**src/hdl/range_residual_accumulator_defines.svh**
```systemverilog
// assertion macros shared by the range residual accumulator rtl
`ifndef RANGE_RESIDUAL_ACCUMULATOR_DEFINES_SVH
`define RANGE_RESIDUAL_ACCUMULATOR_DEFINES_SVH

// condition holds in the same cycle as the trigger
`define RRA_ASSERT_NOW(label, ante, cons, msg) \
    label: assert property (@(posedge clk) disable iff (!rst_n) (ante) |-> (cons)) \
        else $error(msg);

// condition holds in the cycle after the trigger
`define RRA_ASSERT_NEXT(label, ante, cons, msg) \
    label: assert property (@(posedge clk) disable iff (!rst_n) (ante) |=> (cons)) \
        else $error(msg);

`endif

```
**src/hdl/rra_pkg.sv**
```systemverilog
// types and constants for the range residual accumulator
`timescale 1ns / 1ps

package rra_pkg;

    localparam int COORD_BITS = 24;
    localparam int RANGE_BITS = COORD_BITS - 1;
    localparam int DIFF_W     = COORD_BITS + 1;
    localparam int SQ_W       = 2 * DIFF_W;
    localparam int ROOT_W     = DIFF_W;
    localparam int REM_W      = ROOT_W + 1;
    localparam int SUM_W      = 60;
    localparam int CNT_W      = 16;
    localparam int ITER_W     = 5;
    localparam int ADDR_W     = 3;
    localparam int DATA_W     = 32;

    localparam logic [ITER_W-1:0] SQRT_LAST = ITER_W'(ROOT_W - 1);
    localparam logic [SUM_W-1:0]  SUM_MAX   = {SUM_W{1'b1}};
    localparam logic [CNT_W-1:0]  CNT_MAX   = {CNT_W{1'b1}};

    // register index, taken from paddr[2]
    localparam logic REG_CANDIDATE_X = 1'b0;
    localparam logic REG_CANDIDATE_Y = 1'b1;

    typedef struct packed {
        logic signed [COORD_BITS-1:0] anchor_x;
        logic signed [COORD_BITS-1:0] anchor_y;
        logic [RANGE_BITS-1:0]        measured_range;
        logic                         last_anchor;
    } anchor_t;

    typedef struct packed {
        logic [SUM_W-1:0] residual_sum;
        logic [CNT_W-1:0] anchor_count;
        logic             saturated;
    } result_t;

endpackage

```
**src/hdl/range_residual_accumulator.sv**
```systemverilog
// top level of the range residual accumulator
`timescale 1ns / 1ps
`include "range_residual_accumulator_defines.svh"

// usage:
// anchor channel (anchor_valid/anchor_ready/anchor) carries one anchor per request:
// x, y, measured range and a last flag. the block squares dx and dy on one shared
// 25x25 multiplier, adds them, takes a restoring square root one result bit per
// cycle, then squares the range error on the same multiplier and accumulates.
// each request occupies the block from acceptance through its steps (two squares,
// one add, 25 root steps, difference, square, accumulate); anchor_ready is high
// again in the cycle after the accumulate step, so the block takes no new anchor
// until the previous one is through.
// result channel (result_valid/result_ready/result) gets one request after the
// anchor marked last: saturating sum, anchor count and saturation flag.
// the result sits in an output register, so the next anchor set proceeds while
// it waits; only a second last anchor holds in its accumulate step until the
// receiver takes the earlier result.
// user writes candidate_x/candidate_y over the apb port only while idle; unchecked.
// reset clears candidate, sum, count, flag and all handshakes.
module range_residual_accumulator (
    input  logic                          clk,
    input  logic                          rst_n,
    input  logic                          anchor_valid,
    output logic                          anchor_ready,
    input  rra_pkg::anchor_t              anchor,
    output logic                          result_valid,
    input  logic                          result_ready,
    output rra_pkg::result_t              result,
    input  logic                          psel,
    input  logic                          penable,
    input  logic                          pwrite,
    input  logic [rra_pkg::ADDR_W-1:0]    paddr,
    input  logic [rra_pkg::DATA_W-1:0]    pwdata,
    output logic [rra_pkg::DATA_W-1:0]    prdata,
    output logic                          pready
);
    import rra_pkg::*;

    localparam logic [2:0] S_IDLE = 3'd0;
    localparam logic [2:0] S_SQX  = 3'd1;
    localparam logic [2:0] S_SQY  = 3'd2;
    localparam logic [2:0] S_ADD  = 3'd3;
    localparam logic [2:0] S_SQRT = 3'd4;
    localparam logic [2:0] S_DIFF = 3'd5;
    localparam logic [2:0] S_MUL  = 3'd6;
    localparam logic [2:0] S_ACC  = 3'd7;

    logic [2:0]                   state_reg;
    logic signed [COORD_BITS-1:0] cand_x_reg;
    logic signed [COORD_BITS-1:0] cand_y_reg;
    logic [DIFF_W-1:0]            adx_reg;
    logic [DIFF_W-1:0]            ady_reg;
    logic [RANGE_BITS-1:0]        range_reg;
    logic                         last_reg;
    logic [SQ_W-1:0]              mul_reg;
    logic [SQ_W-1:0]              rad_reg;
    logic [REM_W-1:0]             rem_reg;
    logic [ROOT_W-1:0]            root_reg;
    logic [ITER_W-1:0]            iter_reg;
    logic [DIFF_W-1:0]            mag_reg;
    logic [SUM_W-1:0]             sum_reg;
    logic [CNT_W-1:0]             cnt_reg;
    logic                         clip_reg;
    logic                         res_valid_reg;
    result_t                      res_reg;

    logic                         anchor_fire;
    logic                         result_fire;
    logic                         cfg_write;
    logic signed [DIFF_W-1:0]     dx;
    logic signed [DIFF_W-1:0]     dy;
    logic [DIFF_W-1:0]            mul_op;
    logic [SQ_W-1:0]              mul_prod;
    logic [REM_W+2:0]             trial;
    logic [SUM_W:0]               sum_wide;
    logic [SUM_W-1:0]             sum_next;
    logic                         clip_next;
    logic [CNT_W-1:0]             cnt_next;
    logic                         out_free;
    logic [REM_W-1:0]             root_dbl;

    assign anchor_fire  = anchor_valid && anchor_ready;
    assign result_fire  = res_valid_reg && result_ready;
    assign anchor_ready = (state_reg == S_IDLE);
    assign result_valid = res_valid_reg;
    assign result       = res_reg;
    assign out_free     = !res_valid_reg || result_ready;

    // apb register file
    assign pready    = 1'b1;
    assign cfg_write = psel && penable && pwrite && pready;

    always_comb
    begin
        case (paddr[2])
            REG_CANDIDATE_X: prdata = {{(DATA_W-COORD_BITS){1'b0}}, cand_x_reg};
            REG_CANDIDATE_Y: prdata = {{(DATA_W-COORD_BITS){1'b0}}, cand_y_reg};
            default:         prdata = '0;
        endcase
    end

    always_ff @(posedge clk or negedge rst_n)
    begin
        if (!rst_n)
        begin
            cand_x_reg <= '0;
            cand_y_reg <= '0;
        end
        else if (cfg_write)
        begin
            if (paddr[2] == REG_CANDIDATE_X)
                cand_x_reg <= pwdata[COORD_BITS-1:0];
            else
                cand_y_reg <= pwdata[COORD_BITS-1:0];
        end
    end

    // offsets from the candidate
    assign dx = DIFF_W'(anchor.anchor_x) - DIFF_W'(cand_x_reg);
    assign dy = DIFF_W'(anchor.anchor_y) - DIFF_W'(cand_y_reg);

    // shared squaring multiplier
    always_comb
    begin
        case (state_reg)
            S_SQX:   mul_op = adx_reg;
            S_SQY:   mul_op = ady_reg;
            default: mul_op = mag_reg;
        endcase
    end
    assign mul_prod = SQ_W'(mul_op) * SQ_W'(mul_op);

    // one restoring square root step: bring down two bits and try subtracting
    assign trial = {1'b0, rem_reg, rad_reg[SQ_W-1:SQ_W-2]}
                 - {2'b00, root_reg, 2'b01};
    assign root_dbl = {root_reg, 1'b0};

    // saturating accumulate
    assign sum_wide = {1'b0, sum_reg} + (SUM_W+1)'(mul_reg);
    always_comb
    begin
        if (sum_wide >= {1'b0, SUM_MAX})
        begin
            sum_next  = SUM_MAX;
            clip_next = 1'b1;
        end
        else
        begin
            sum_next  = sum_wide[SUM_W-1:0];
            clip_next = clip_reg;
        end
        cnt_next = (cnt_reg != CNT_MAX) ? cnt_reg + 1'b1 : cnt_reg;
    end

    // sequencer
    always_ff @(posedge clk or negedge rst_n)
    begin
        if (!rst_n)
        begin
            state_reg     <= S_IDLE;
            iter_reg      <= '0;
            sum_reg       <= '0;
            cnt_reg       <= '0;
            clip_reg      <= 1'b0;
            res_valid_reg <= 1'b0;
        end
        else
        begin
            // result register: loaded on a last anchor, freed when taken
            if (state_reg == S_ACC && last_reg && out_free)
                res_valid_reg <= 1'b1;
            else if (result_fire)
                res_valid_reg <= 1'b0;
            case (state_reg)
                S_IDLE:
                begin
                    if (anchor_fire)
                        state_reg <= S_SQX;
                end
                S_SQX:
                    state_reg <= S_SQY;
                S_SQY:
                    state_reg <= S_ADD;
                S_ADD:
                begin
                    iter_reg  <= '0;
                    state_reg <= S_SQRT;
                end
                S_SQRT:
                begin
                    iter_reg <= iter_reg + 1'b1;
                    if (iter_reg == SQRT_LAST)
                        state_reg <= S_DIFF;
                end
                S_DIFF:
                    state_reg <= S_MUL;
                S_MUL:
                    state_reg <= S_ACC;
                S_ACC:
                begin
                    if (!last_reg)
                    begin
                        sum_reg   <= sum_next;
                        cnt_reg   <= cnt_next;
                        clip_reg  <= clip_next;
                        state_reg <= S_IDLE;
                    end
                    else if (out_free)
                    begin
                        sum_reg   <= '0;
                        cnt_reg   <= '0;
                        clip_reg  <= 1'b0;
                        state_reg <= S_IDLE;
                    end
                end
                default:
                    state_reg <= S_IDLE;
            endcase
        end
    end

    // datapath registers
    always_ff @(posedge clk)
    begin
        if (anchor_fire)
        begin
            adx_reg   <= dx[DIFF_W-1] ? DIFF_W'(-dx) : DIFF_W'(dx);
            ady_reg   <= dy[DIFF_W-1] ? DIFF_W'(-dy) : DIFF_W'(dy);
            range_reg <= anchor.measured_range;
            last_reg  <= anchor.last_anchor;
        end
        if (state_reg == S_SQX || state_reg == S_SQY || state_reg == S_MUL)
            mul_reg <= mul_prod;
        if (state_reg == S_SQY)
            rad_reg <= mul_reg;
        if (state_reg == S_ADD)
        begin
            rad_reg  <= rad_reg + mul_reg;
            rem_reg  <= '0;
            root_reg <= '0;
        end
        if (state_reg == S_SQRT)
        begin
            rad_reg <= {rad_reg[SQ_W-3:0], 2'b00};
            if (!trial[REM_W+2])
            begin
                rem_reg  <= trial[REM_W-1:0];
                root_reg <= {root_reg[ROOT_W-2:0], 1'b1};
            end
            else
            begin
                rem_reg  <= {rem_reg[REM_W-3:0], rad_reg[SQ_W-1:SQ_W-2]};
                root_reg <= {root_reg[ROOT_W-2:0], 1'b0};
            end
        end
        if (state_reg == S_DIFF)
        begin
            if (root_reg >= ROOT_W'(range_reg))
                mag_reg <= root_reg - ROOT_W'(range_reg);
            else
                mag_reg <= ROOT_W'(range_reg) - root_reg;
        end
        if (state_reg == S_ACC && last_reg && out_free)
        begin
            res_reg.residual_sum <= sum_next;
            res_reg.anchor_count <= cnt_next;
            res_reg.saturated    <= clip_next;
        end
    end

    // checks
    `RRA_ASSERT_NEXT(a_accept_starts, anchor_fire, state_reg == S_SQX,
        "accepted anchor did not start the sequence")
    `RRA_ASSERT_NOW(a_root_remainder, state_reg == S_DIFF, rem_reg <= root_dbl,
        "square root remainder exceeds twice the root")
    `RRA_ASSERT_NOW(a_sat_at_ceiling, result_valid && result.saturated,
        result.residual_sum == SUM_MAX, "saturated result below the ceiling")
    `RRA_ASSERT_NOW(a_count_nonzero, result_valid, result.anchor_count != '0,
        "result carries a zero anchor count")

endmodule
```
**config.mk**
```make
export PLATFORM = sky130hd
export DESIGN_NAME = range_residual_accumulator
export DESIGN_NICKNAME = d
export VERILOG_FILES = /design/src/hdl/rra_pkg.sv /design/src/hdl/range_residual_accumulator.sv
export VERILOG_INCLUDE_DIRS = /design/src /design/src/hdl
export SDC_FILE = /design/constraint.sdc
export NUM_CORES = 2
export LEC_CHECK = 0
export BUFFER_PORTS_ARGS = -buffer_cell sky130_fd_sc_hd__clkbuf_2
export CORE_ASPECT_RATIO = 0.75
export CORE_MARGIN = 8
export CORE_UTILIZATION = 40
export DETAILED_ROUTE_END_ITERATION = 8
export PLACE_DENSITY = 0.6
export SLEW_MARGIN = 20
export SYNTH_ARGS = -nofsm -noshare
export SYNTH_HDL_FRONTEND = slang
export SYNTH_SLANG_ARGS = --single-unit
```
**constraint.sdc**
```tcl
create_clock -name clk -period 14.75 [get_ports clk]
set_clock_uncertainty 0.05 [all_clocks]
set_input_delay 1.475 -clock clk [delete_from_list [all_inputs] [get_ports clk]]
set_output_delay 1.475 -clock clk [all_outputs]
set_load 0.01 [all_outputs]
```
# Yosys cells after proc, flatten, opt, wreduce, memory -nomap -nowiden
# Index checks and enable logic that the tools add are counted.
# Widths: inputs -> output; s select.
# word_totals
ff_bits,461
latch_bits,0
ram_bits,0
romBits,0
output_inout_bits,112
word_cells,101
mem_count,0
# classes
add_sub_neg,11
mul,1
div,0
magnitude_cmp,2
n_eq_ne,13
n_shift,0
muxes,31
bitwise_logic,1
n_reduce_logical,19
# ops
operator,count
$mux 60,3
$mux 50,3
$mux 26,3
$mux 25,3
$pmux 32 s2,1
$add 60x50->61,1
$ge 61x60->1 const B,1
$add 50x50->50,1
$mul 25x25->50,1
$neg 25->25,2
$pmux 25 s2,1
$sub 24x24->25,2
$mux 16,3
$mux 24,2
$sub 28x27->29,1
$ge 25x23->1,1
$sub 23x25->25,1
$sub 25x23->25,1
$pmux 3 s8,1
$add 16x1->16 const B,1
$ne 16x16->1 const B,1
$eq 3x3->1 const B,4
$mux 3,4
$pmux 5 s2,1
17 further kinds,35

# Logic depth before layout (Yosys ltp)
# depth
word_depth,5
mapped_depth,36
ltp_nobuf,34

# Worst setup path before layout
# Ideal clock, no wire load.
# synth_path
kind,register -> register
from,register state_reg[0]
to,register mul_reg[46] (data pin)
arrival_ps,8022
t_required_ps,14440
path_slack_ps,6418
path_stages_with_launch,34
n_path_buf,3
period_less_slack_ps,8332
path_cell_list,dfrtp_1 nor2b_1 clkbuf_1 buf_1 a22oi_1 nor2_1 a21oi_1 clkinv_1 clkbuf_1 nand2_1 fa_1 inv_1 fa_1 fa_1 inv_1 fa_1 inv_1 fa_1 fa_1 inv_1 fa_1 inv_1 ha_1 a21o_1 a21o_1 a21o_1 a21oi_1 o21ai_0 o21bai_1 a311oi_1 o41a_1 o31ai_1 a21oi_1 xnor2_1
# synth_via
elab_chain_cells,3
elab_cells_between_ends,4
cone_classes,1 x mul; 2 x eq/ne; 1 x mux
# synth_lines
element,line_no,source
from (decl),range_residual_accumulator.sv:49,logic [2:0] state_reg;
from (signal assigned),range_residual_accumulator.sv:161,state_reg <= S_IDLE;
from (signal assigned),range_residual_accumulator.sv:179,state_reg <= S_SQX;
from (signal assigned),range_residual_accumulator.sv:182,state_reg <= S_SQY;
$eq 3x2->1 or $eq 3x1->1 (tied branches),range_residual_accumulator.sv:126,case (state_reg)
$pmux 25 s2 (*),range_residual_accumulator.sv:126,
$mul 25x25->50 (*),range_residual_accumulator.sv:132,assign mul_prod = SQ_W'(mul_op) * SQ_W'(mul_op);
named net mul_prod[46],range_residual_accumulator.sv:74,logic [SQ_W-1:0] mul_prod;
to (signal assigned),range_residual_accumulator.sv:234,mul_reg <= mul_prod;
to (decl),range_residual_accumulator.sv:56,logic [SQ_W-1:0] mul_reg;
# Mark *: on every way through the listed nets, which the timed path passes. The rest lies on a longest branch.
# A chain may end at the register's enable or synchronous reset.

# Worst setup path in the final report
# Same ends and word-level chain as after synthesis.

==> results_dict.tcl <==
set metrics [dict create \
    cp_slowest_cell "dfrtp_1" \
    yosys_warnings 0 \
    yosysTopAreaCell "edfxtp_1" \
    cts_buffers 53 \
    nets 6282 \
    setup_tns_ns 0 \
    die_area_mm2 0.132 \
    critPathMaxFanout 26 \
    min_period_ns 10.33 \
    synth-seq-cells 460 \
    grt_max_degree 86 \
    report.final.setup_viol 0 \
    grt_usage 0.197 \
    slew_violations 0 \
    postCtsResizedCells 0 \
    grt_pass1_vias 36980 \
    hold_path_depth 1 \
    async_flop_share 0.291 \
    use_met1 0.292 \
    vias 37082 \
    grt_overflow 0 \
    largest_reg_flops 77 \
    synth_top_area_frac 0.201 \
    post-route-period-util 0.700 \
    via_per_inst 5.32 \
    crit_top_cell "inv_1" \
    drt_wl_total_um 132000 \
    syn_area_mm2 0.0484 \
    crit_type "reg2reg" \
    cts_tree "built" \
    use_met2 0.300 \
    synthDistinctLibCells 105 \
    coreArea_mm2 0.120 \
    synth_edf_count 324 \
    syn2layout_area_growth_pct 9.45 \
    drc 0 \
    initial_core_util 0.403 \
    ys.flop_type "edfxtp_1" \
    wl_per_cell_um 19.0 \
    drt.antenna.violating_nets 0 \
    r2r_setup_slack_ns 4.42 \
    cts_max_path_buffers 3 \
    h-tree-depth 2 \
    rsz0062_at_grt "no" \
    holdPathEnd "sum_reg[34]" \
    drtIter0Drc 2776 \
    tightest_slew_ns 1.06 \
    fill_cells 11748 \
    layout-drive-gt1-share 0.0906 \
    cap_viol_max_count 0 \
    arrival_ns 10.64 \
    pin_count 226 \
    synth_area_leaders "edfxtp_1 20%, fa_1 19%, ha_1 10%" \
    cpPeakStageDelay_ns 0.76 \
    cts-root-buf "clkbuf_16" \
    netlist_instances 5172 \
    gp_congestion 0.919 \
    clock_latency_ns 0.66 \
    hp-class "reg2reg" \
    critPathCaptureType "flip-flop" \
    reg2reg_from "state_reg[0]" \
    dp.cells 6864 \
    die_x_um 417 \
    crit_path_start_kind "flip-flop" \
    rows 110 \
    clkSinkCount 460 \
    min_from "sum_reg[34]" \
    portBuffers 206 \
    final_cells 6966 \
    post_cts_buffers 0 \
    die_h_um 317 \
    gr-usage-met3 0.0383 \
    yosysSeqAreaShare 0.271 \
    holdBufCountCts 0 \
    slew_headroom 0.291 \
    setup_slack_ns 4.42 \
    cts.clk_slew.worst_paths_ns 0.07 \
    hpwlAfterDp_um 103000 \
    max_freq_ghz 0.0968 \
    grt_pass1_wl_um 209000 \
    antenna_found_initial 3 \
    synth.avg_cell_area_um2 9.35 \
    dp_slack_ns 4.57 \
    outcome "completed" \
    rr_endpoint "mul_reg[46]" \
    top_usage_layer "met2" \
    rr_worst_depth 33 \
    required_ns 15.06 \
    hold_viol_final 0 \
    first_pass_iters 7 \
]
-- layout make-up --
class / count / area [um2] / share of cell area
antenna: 2 / 5.00 / 0.0000946
clock buffer: 59 / 1390 / 0.0263
clock inverter: 41 / 427 / 0.00806
inverter: 844 / 3170 / 0.0599
multi-input combinational: 3679 / 31400 / 0.593
sequential: 460 / 13100 / 0.248
tap: 1624 / 2030 / 0.0384
timing repair buffer: 257 / 1420 / 0.0268
-- metrics by stage --
| stage | utilization | hold slack, ns | instance area [um2] |
|---|---|---|---|
| floorplan | - | 0.420 | 48400 |
| global placement | 0.426 | 0.437 | 51100 |
| detailed placement | 0.426 | 0.437 | 51100 |
| CTS | 0.441 | 0.457 | 52900 |
| global route | 0.441 | 0.467 | 52900 |
| finish | 0.441 | 0.454 | 52900 |
-- worst max-delay path by stage --
| stage | startpoint | end | slack (ns) | cells past startpoint |
|---|---|---|---|---|
| floorplan | state_reg[0] | mul_reg[46] | 6.42 | 33 |
| global placement | state_reg[0] | mul_reg[46] | 4.70 | 33 |
| detailed placement | state_reg[0] | mul_reg[46] | 4.57 | 33 |
| CTS | state_reg[0] | mul_reg[46] | 4.53 | 33 |
| global route | state_reg[0] | mul_reg[46] | 4.12 | 33 |
| finish | state_reg[0] | mul_reg[46] | 4.42 | 33 |
-- routing by layer --
layer  part of all wire  vias up
met1               0.48    18014
li1                   -    17694
met3              0.080      171
met4              0.020        2
met2               0.42     1201
met5           0.000091        -
-- logic make-up (layout without fill, tap and decap cells) --
family	Yosys count	in the layout	share of synthesized area
AOI/OAI and AO/OA	1109	1109	0.152
DFF	460	460	0.271
muxes	94	94	0.0210
adders and majority gates	873	873	0.299
and+or+nand+nor	1330	1330	0.126
buffers and inverters	1040	1201	0.0824
other	2	11	0.000155
xor gates and xnor gates	264	264	0.0478
-- critical path: cells and delay by family, from the launching register on --
| family | cells | cell delay (ns) |
|---|---|---|
| compound gates | 9 | 2.79 |
| fa+ha+maj | 8 | 3.84 |
| buf+inv | 12 | 1.68 |
| flops | 1 | 0.76 |
| simple gates | 3 | 0.74 |
| xor+xnor | 1 | 0.13 |
-- cells in the final DEF, fill, tap and decap left out, drive strengths merged, types with 183 or more instances in the layout --
cell and instances:
a21oi 323, nand2 423, inv 844, fa 470, ha 403, xnor2 183, o21ai 208, edfxtp 324
nor2 447, clkbuf 264
-- cells in the mapped netlist (16+ instances only) --
| cell | instances |
|---|---|
| nor4_1 | 19 |
| o21ai_0 | 194 |
| clkbuf_1 | 151 |
| mux2_2 | 57 |
| edfxtp_1 | 324 |
| nand3_1 | 75 |
| a31oi_1 | 34 |
| and2_1 | 29 |
| dfrtp_1 | 134 |
| a211oi_1 | 35 |
| o21a_1 | 27 |
| xor2_1 | 81 |
| xnor2_1 | 183 |
| a22o_1 | 73 |
| and3_1 | 38 |
| mux2i_1 | 36 |
| nand2_1 | 423 |
| nor2_1 | 446 |
| o21bai_1 | 50 |
| or2_2 | 17 |
| inv_1 | 839 |
| a21o_1 | 170 |
| nand2b_1 | 35 |
| a22oi_1 | 33 |
| or3_1 | 21 |
| nor2b_1 | 39 |
| ha_1 | 403 |
| buf_1 | 16 |
| nand4_1 | 48 |
| a21oi_1 | 317 |
| or2_1 | 16 |
| nor3_1 | 67 |
| fa_1 | 470 |
Power is not shown: default switching activity piles up to over one toggle a cycle in this logic, so the estimate is an artifact.
